[src/hw/rtl/spq_pkg.sv]
`default_nettype none

package spq_pkg;

  // Operation codes on in_operation
  typedef enum logic {
    OP_ENQ = 1'b0,
    OP_DEQ = 1'b1
  } op_t;

  // Result status codes
  typedef enum logic [1:0] {
    ST_OK    = 2'd0,
    ST_FULL  = 2'd1,
    ST_EMPTY = 2'd2
  } status_t;

  localparam int unsigned PRIO_W = 16;
  localparam int unsigned DATA_W = 32;
  localparam int unsigned OCC_W  = 5;

  // One stored entry
  typedef struct packed {
    logic [PRIO_W-1:0] prio;
    logic [DATA_W-1:0] data;
  } entry_t;

  // Command broadcast to every cell in the chain
  typedef struct packed {
    logic   enq;
    logic   deq;
    entry_t item;
  } cell_ctrl_t;

endpackage

`default_nettype wire

[src/hw/rtl/sorted_priority_queue.sv]
// Sorted priority queue of QUEUE_DEPTH (priority, data) entries held in a row
// of cells in ascending priority order, head in cell 0. Each cell compares its
// priority with the incoming one in parallel, so an enqueue (inserted behind
// equal priorities) or a dequeue of the head updates all cells at once. One
// word is taken per clock whenever the result register is empty or being read;
// the result appears in the cycle after acceptance. Enqueue on a full queue
// reports status full, dequeue on an empty queue reports status empty with
// zero priority and data; occupancy is the count after the operation, mod 32.
`default_nettype none

module sorted_priority_queue #(
  parameter int unsigned QUEUE_DEPTH = 16
) (
  input  wire logic                clk,
  input  wire logic                rst_n,
  input  wire logic                in_valid,
  output logic                     in_ready,
  input  wire logic                in_operation,
  input  wire logic [15:0]         in_item_priority,
  input  wire logic signed [31:0]  in_item_data,
  output logic                     out_valid,
  input  wire logic                out_ready,
  output logic [1:0]               out_status,
  output logic [15:0]              out_priority,
  output logic signed [31:0]       out_data,
  output logic [4:0]               out_occupancy
);

  localparam int unsigned CW = $clog2(QUEUE_DEPTH + 1);

  logic                  accept;
  logic                  full;
  logic                  empty;
  spq_pkg::cell_ctrl_t   ctrl;
  logic [CW-1:0]         count_r;
  logic [CW-1:0]         count_nxt;
  logic [CW+4:0]         count_ext;
  spq_pkg::status_t      status_nxt;
  spq_pkg::entry_t       head_nxt;
  spq_pkg::entry_t       cell_entry [QUEUE_DEPTH];
  logic                  cell_gt    [QUEUE_DEPTH];

  logic                  out_valid_r;
  spq_pkg::status_t      out_status_r;
  spq_pkg::entry_t       out_entry_r;
  logic [4:0]            out_occupancy_r;

  assign in_ready = !out_valid_r || out_ready;
  assign accept   = in_valid && in_ready;
  assign full     = (count_r == CW'(QUEUE_DEPTH));
  assign empty    = (count_r == '0);

  // Broadcast the command to the chain
  always_comb begin
    ctrl.enq       = accept && (in_operation == spq_pkg::OP_ENQ) && !full;
    ctrl.deq       = accept && (in_operation == spq_pkg::OP_DEQ) && !empty;
    ctrl.item.prio = in_item_priority;
    ctrl.item.data = in_item_data;
  end

  // Build the chain of cells
  for (genvar i = 0; i < QUEUE_DEPTH; i++) begin : g_cell
    logic            occ;
    logic            lgt;
    spq_pkg::entry_t lent;
    spq_pkg::entry_t rent;

    assign occ = (count_r > CW'(i));

    if (i == 0) begin : g_first
      assign lgt  = 1'b0;
      assign lent = ctrl.item;
    end else begin : g_mid
      assign lgt  = cell_gt[i-1];
      assign lent = cell_entry[i-1];
    end

    if (i == QUEUE_DEPTH - 1) begin : g_last
      assign rent = cell_entry[i];
    end else begin : g_inner
      assign rent = cell_entry[i+1];
    end

    spq_cell u_cell (
      .clk         (clk),
      .ctrl        (ctrl),
      .occupied    (occ),
      .left_gt     (lgt),
      .left_entry  (lent),
      .right_entry (rent),
      .gt          (cell_gt[i]),
      .entry       (cell_entry[i])
    );
  end

  // Work out count and result for the accepted word
  always_comb begin
    count_nxt  = count_r;
    status_nxt = spq_pkg::ST_OK;
    head_nxt   = '0;
    if (in_operation == spq_pkg::OP_ENQ) begin
      if (full) begin
        status_nxt = spq_pkg::ST_FULL;
      end else begin
        count_nxt = count_r + CW'(1);
      end
    end else begin
      if (empty) begin
        status_nxt = spq_pkg::ST_EMPTY;
      end else begin
        count_nxt = count_r - CW'(1);
        head_nxt  = cell_entry[0];
      end
    end
  end

  assign count_ext = {5'd0, count_nxt};

  // Advance the entry count
  always_ff @(posedge clk) begin
    if (!rst_n) begin
      count_r <= '0;
    end else if (accept) begin
      count_r <= count_nxt;
    end
  end

  // Hold the result until it is taken
  always_ff @(posedge clk) begin
    if (!rst_n) begin
      out_valid_r <= 1'b0;
    end else if (accept) begin
      out_valid_r <= 1'b1;
    end else if (out_ready) begin
      out_valid_r <= 1'b0;
    end
  end

  always_ff @(posedge clk) begin
    if (accept) begin
      out_status_r    <= status_nxt;
      out_entry_r     <= head_nxt;
      out_occupancy_r <= count_ext[4:0];
    end
  end

  assign out_valid     = out_valid_r;
  assign out_status    = out_status_r;
  assign out_priority  = out_entry_r.prio;
  assign out_data      = out_entry_r.data;
  assign out_occupancy = out_occupancy_r;

endmodule

`default_nettype wire

[src/hw/rtl/spq_cell.sv]
`default_nettype none

module spq_cell (
  input  wire logic               clk,
  input  wire spq_pkg::cell_ctrl_t ctrl,
  input  wire logic               occupied,
  input  wire logic               left_gt,
  input  wire spq_pkg::entry_t    left_entry,
  input  wire spq_pkg::entry_t    right_entry,
  output logic                    gt,
  output spq_pkg::entry_t         entry
);

  spq_pkg::entry_t entry_r;
  spq_pkg::entry_t entry_nxt;

  // Flag cells that sit behind the insertion point
  assign gt = !occupied || (entry_r.prio > ctrl.item.prio);

  // Pick insert, shift up, shift down or hold
  always_comb begin
    entry_nxt = entry_r;
    if (ctrl.enq && gt) begin
      entry_nxt = left_gt ? left_entry : ctrl.item;
    end else if (ctrl.deq) begin
      entry_nxt = right_entry;
    end
  end

  always_ff @(posedge clk) begin
    entry_r <= entry_nxt;
  end

  assign entry = entry_r;

endmodule

`default_nettype wire

[config.mk]
export PLATFORM = sky130hd
export DESIGN_NAME = sorted_priority_queue
export DESIGN_NICKNAME = d
export VERILOG_FILES = /design/src/hw/rtl/spq_pkg.sv /design/src/hw/rtl/sorted_priority_queue.sv /design/src/hw/rtl/spq_cell.sv
export SDC_FILE = /design/constraint.sdc
export NUM_CORES = 2
export LEC_CHECK = 0
export BUFFER_PORTS_ARGS = -buffer_cell sky130_fd_sc_hd__buf_2
export CORE_ASPECT_RATIO = 0.6
export CORE_UTILIZATION = 28
export CTS_CLUSTER_DIAMETER = 50
export DETAILED_ROUTE_END_ITERATION = 10
export GPL_TIMING_DRIVEN = 1
export PLACE_DENSITY = 0.53
export SETUP_SLACK_MARGIN = 0.5
export SLEW_MARGIN = 10
export SYNTH_ARGS = -nofsm -noshare
export SYNTH_HDL_FRONTEND = slang
export SYNTH_HIERARCHICAL = 1
export SYNTH_SLANG_ARGS = --single-unit
[constraint.sdc]
create_clock -name clk -period 4.52 [get_ports clk]
set_input_delay 0.452 -clock clk [delete_from_list [all_inputs] [get_ports clk]]
set_output_delay 0.452 -clock clk [all_outputs]
set_load 0.02 [all_outputs]
Word level (Yosys, flattened, before mapping) --
Index checks and enable logic that the tools add are counted.
Operators by class: add/subtract/negate cells 2, $lt $le $gt $ge 32, equal/unequal tests 1, muxes and demuxes 53, bitwise logic cells 1, reductions and logical operators 75
Operators with widths (number):
- $mux 48 | 45
- $gt 16x16->1 | 16
- $gt 5x4->1 const B | 8
- $reduce_bool 2->1 | 16
- $logic_and 1x1->1 | 21
- $gt 5x3->1 const B | 4
- $logic_not 1->1 | 19
- $logic_or 1x1->1 | 17
- $mux 5 | 3
- $gt 5x1->1 const B | 2
- $gt 5x2->1 const B | 2
- $add 5x1->5 const B | 1
- $eq 5x5->1 const B | 1
- $logic_not 5->1 | 1
- $sub 5x1->5 const B | 1
- $mux 2 | 2
- $mux 1 | 3
- $reduce_or 2->1 | 1
- $not 1->1 | 1
Storage, ports and cells: flip-flop bits (word level) 829, input port bits 53, output and inout bits 57, word-level logic and storage cells 202

Longest topological paths before layout --
depth in word-level cells 7, depth in mapped cells 17, gate-level depth less buffers 13

Hierarchy --
The synthesis kept the hierarchy.
By module, submodules not included:
- spq_cell (g_cell[0].u_cell ...) | instances 11, cells each 235, area each 3061.7 um2, sequential area each 1441.4 um2
- spq_cell (g_cell[5].u_cell ...) | instances 5, cells each 504, area each 4802.1 um2, sequential area each 1441.4 um2
- sorted_priority_queue | instances 1, cells each 227, area each 2826.5 um2, sequential area each 1771.7 um2

Worst setup path before layout --
Ideal clock, no wire load.
path type input-to-reg, start point in out_ready, end point reg g_cell[5].u_cell.entry_r (netlist bit g_cell[5].u_cell/entry[0]) (enable), library setup time 0.416 ns, data arrival time 4.364 ns, required time 4.104 ns, setup slack -0.260 ns, stages 8, buffers on the path 3, cells stage by stage nand2b_1 > nand2_1 > inv_2 > and2_1 > clkbuf_1 > clkbuf_1 > clkbuf_1 > a311o_1
RTL lines:
- start, declared | line sorted_priority_queue.sv:22 | input wire logic out_ready,
- end signal, assigned | line spq_cell.sv:31 | entry_r <= entry_nxt;
- end, declared | line spq_cell.sv:14 | spq_pkg::entry_t entry_r;

Worst setup path after layout --
start point reg count_r[2], end point reg g_cell[15].u_cell.entry_r (netlist bit g_cell[15].u_cell/entry[31]) (enable)
Between the ends: longest elaborated chain between the ends 4, elaborated cells on any way between the ends 7, classes of those cells 1 x order compare; 1 x eq/ne; 5 x reduce/logical
Ends and longest elaborated chain:
- start, declared | line sorted_priority_queue.sv:35 | logic [CW-1:0] count_r;
- start signal, assigned | line sorted_priority_queue.sv:124 | count_r <= count_nxt;
- $gt 5x4->1 | line sorted_priority_queue.sv:68 | assign occ = (count_r > CW'(i));
- via g_cell[15].occ | line sorted_priority_queue.sv:63 | logic occ;
- $logic_not 1->1 | line spq_cell.sv:18 | assign gt = !occupied || (entry_r.prio > ctrl.item.prio);
- $logic_or 1x1->1 | line spq_cell.sv:18
- $logic_and 1x1->1 | line spq_cell.sv:23 | if (ctrl.enq && gt) begin
- end signal, assigned | line spq_cell.sv:31
- end, declared | line spq_cell.sv:14
The timed path passes the listed nets, and every way through them passes these cells. A chain may end at the register's enable or synchronous reset.

==> summary.md <==
| Metric | Value |
|---|---|
| Leakage power | 25.7 nW |
| Switching share of power | 0.350 |
| VDD IR max | 0.329 mV |
| CP Max Fanout | 21 |
| Setup_tns | 0 ns |
| WL/cell | between 20 and 25 microns |
| Sequential power share | 0.411 |
| Final net count | 5610 |
| Final core utilization | 0.314 |
| MaxCap Viol Count | 0 |
| CTS H-tree lvls | 3 |
| Slowest CP cell | dfxtp_1 |
| Layout cell share with drive strength beyond 1 | 0.368 |
| Hold Crit Class | in -> reg |
| RSZ-0062 raised after global routing | false |
| PD cells | ~440 nW/um^2 |
| Vias in the first global route | between 40000 and 50000 |
| GRT Util Overall | 0.165 |
| Clk pwr share | 0.261 |
| Post-route ant nets | 0 |
| Area Growth Syn to Fin | 10.9% |
| Final Max Tran Viols | 0 |
| # DRC | 0 |
| Mean Syn Cell Area | around 11 sq um |
| Final Hold Violating Endpoints | 0 |
| Antenna violations before repair | 4 |
| HPWL Detailed | about 140000 microns |
| Pre-Repair DR Iteration Count | 6 |
| Total gr overflow | 0 |
| Final Cycle Share | 0.840 |
| Cells after synthesis | ~5300 |
| Worst rel slew slack | 0.321 |
| Critical-path cell list | nand2_1 -> o21ai_0 -> buf_4 -> nor2b_1 -> o211ai_1 -> or4_4 -> o311a_4 -> or2_2 -> buf_12 |
| Achievable frequency | about 260 MHz |
| Worst Tran Pin Value | 1.02 ns |
| Root Driver | clkbuf_16 |
| CP bufs+invs | 2 |
| Initial core utilization | 0.283 |
| First-pass GRT wire length | about 270000 microns |
| Critical path class | reg -> reg |
| Worst Skew | 0.0441 ns |
| Final GP Congestion | 0.857 |
| YS warnings | 6 |
| CP max stage delay | 0.73 ns |
| Vias | between 40000 and 50000 |
| Final setup violation count | 0 |
| Num rows | 131 |
| Largest net degree at the start of global routing | 97 |
| Internal power | ~19 mW |
| Die area | about 220000 sq um |
| # IOs | between 100 and 150 |
| Clock Latency Late Sink | 0.71 ns |
| Via density | approximately 5.3 |
| Core Footprint | 214000 sq um |
| Iter 0 DRT Violations | between 5000 and 6000 |
| Total CTS buffers | just under 90 |
| Status | completed |
| DIE WIDTH | around 600 microns |
| Die Y | 362 microns |
| Clock Pin Slew Worst Setup and Hold Paths | approximately 0.060 ns |
| Crit end category | register |
| CP arrival | 4.23 ns |
| Startpoint types | register |
| Clock sinks | a little over 800 |
| Post-layout minimum cycle time | 3.80 ns |
| CP top delay family | simple AND/OR/NAND/NOR gates |
| Gate power share | 0.328 |
| Port-buffer cells | 109 |
| Mapped cell area | around 60000 sq um |
| Deepest clock path buffer count | 3 |
| Total Wirelength | 188000 microns |
| CTS tree | yes |
| Syn nets | 5642 |
| Psw | slightly above 10 mW |
| Worst endpoint required time | 4.95 ns |
final cells by class:
cell class,instances,area (sq um)
tap,2859,3580
timing repair buffer,250,2040
sequential,829,24800
multi-input combinational,3853,32700
inverter,274,1030
fill,21490,147000
antenna,1,2.50
clock inverter,56,629
clock buffer,104,2240
sequential cells by signal (all words and copies together) (netlist names):
| register | cells |
|---|---|
| out_status | 2 |
| out_occupancy | 5 |
| out_valid | 1 |
| count_r | 5 |
| out_data | 32 |
| g_cell.u_cell/entry | 768 |
| out_priority | 16 |
per-layer routing:
metal / vias up / track usage / part of all wire
met5: - / 0 / 0.000037
met2: 2117 / 0.184 / 0.33
met1: 21692 / 0.299 / 0.56
li1: 19801 / - / -
met3: 123 / 0.0350 / 0.11
met4: 2 / 0.0182 / 0.0089
cell usage in the layout, fill, tap and decap left out, types with 11 or more instances in the layout:
cell	n
o211ai_1	20
nand4_2	11
mux2_4	329
edfxtp_1	823
nor4_1	26
clkinv_2	18
nor2_1	262
a22oi_1	235
o311a_4	11
mux2_2	962
a21oi_1	83
or2_2	12
and2_4	11
clkbuf_16	87
nor2b_1	13
nand2_1	559
and3_1	11
ha_1	262
or4_4	11
o21ai_4	13
inv_1	271
nand4_1	42
buf_2	109
clkinv_1	14
nor3_1	18
a21o_1	27
o21ai_0	275
nand3_1	257
clkbuf_1	17
nand3b_2	200
nand3b_1	31
buf_12	34
a21boi_1	11
buf_4	104
and2_1	62
a2111oi_0	16
what timing repair did:
action	4_1_cts	5_1_grt
setup buffers	0	2
endpoints found under the setup margin	0	205
hold buffers	0	0
gates resized for setup	0	5
power by group through the flow:
stage	registers, mW	logic, mW	clock network (mW)
finish	12.1	9.66	7.68
global route	12.2	10.4	8.12
CTS	12.0	9.53	7.83
detailed placement	12.1	9.49	0
global placement	12.1	9.25	0
floorplan	11.3	7.39	0
path summary, 6_finish.rpt:
| check | from | to | slack, ns | cells after the start |
|---|---|---|---|---|
| max reg2reg | count_r[2]$_SDFFE_PN0P_ | g_cell[15].u_cell/entry[31]$_DFFE_PP_ | 0.72 | 9 |
| max | count_r[2]$_SDFFE_PN0P_ | g_cell[15].u_cell/entry[31]$_DFFE_PP_ | 0.72 | 9 |
| min | in_valid | out_valid$_SDFFE_PN0P_ | 0.04 | 3 |
| min reg2reg | g_cell[0].u_cell/entry[1]$_DFFE_PP_ | out_data[1]$_SDFFCE_PP0P_ | 0.55 | 1 |
tightest hold or removal path, stage by stage:
cell and delay, ns:
buf_2 0.11, inv_1 0.05, a21oi_1 0.05
per-stage QoR:
stage / total power [mW] / setup slack [ns] / instance area (sq um) / hold slack [ns] / std cells
3_5_place_dp: 21.6 / 0.359 / 64200 / 0.539 / 8063
3_3_place_gp: 21.4 / 0.433 / 64200 / 0.536 / 8063
2_1_floorplan: 18.7 / 0.606 / 60500 / 0.518 / 5327
6_report: 29.4 / 0.722 / 67100 / 0.0351 / 8226
4_1_cts: 29.3 / 0.643 / 67000 / 0.0199 / 8223
5_1_grt: 30.7 / 0.510 / 67100 / 0.0291 / 8226
Note: power is estimated with default switching activity, not from simulation.
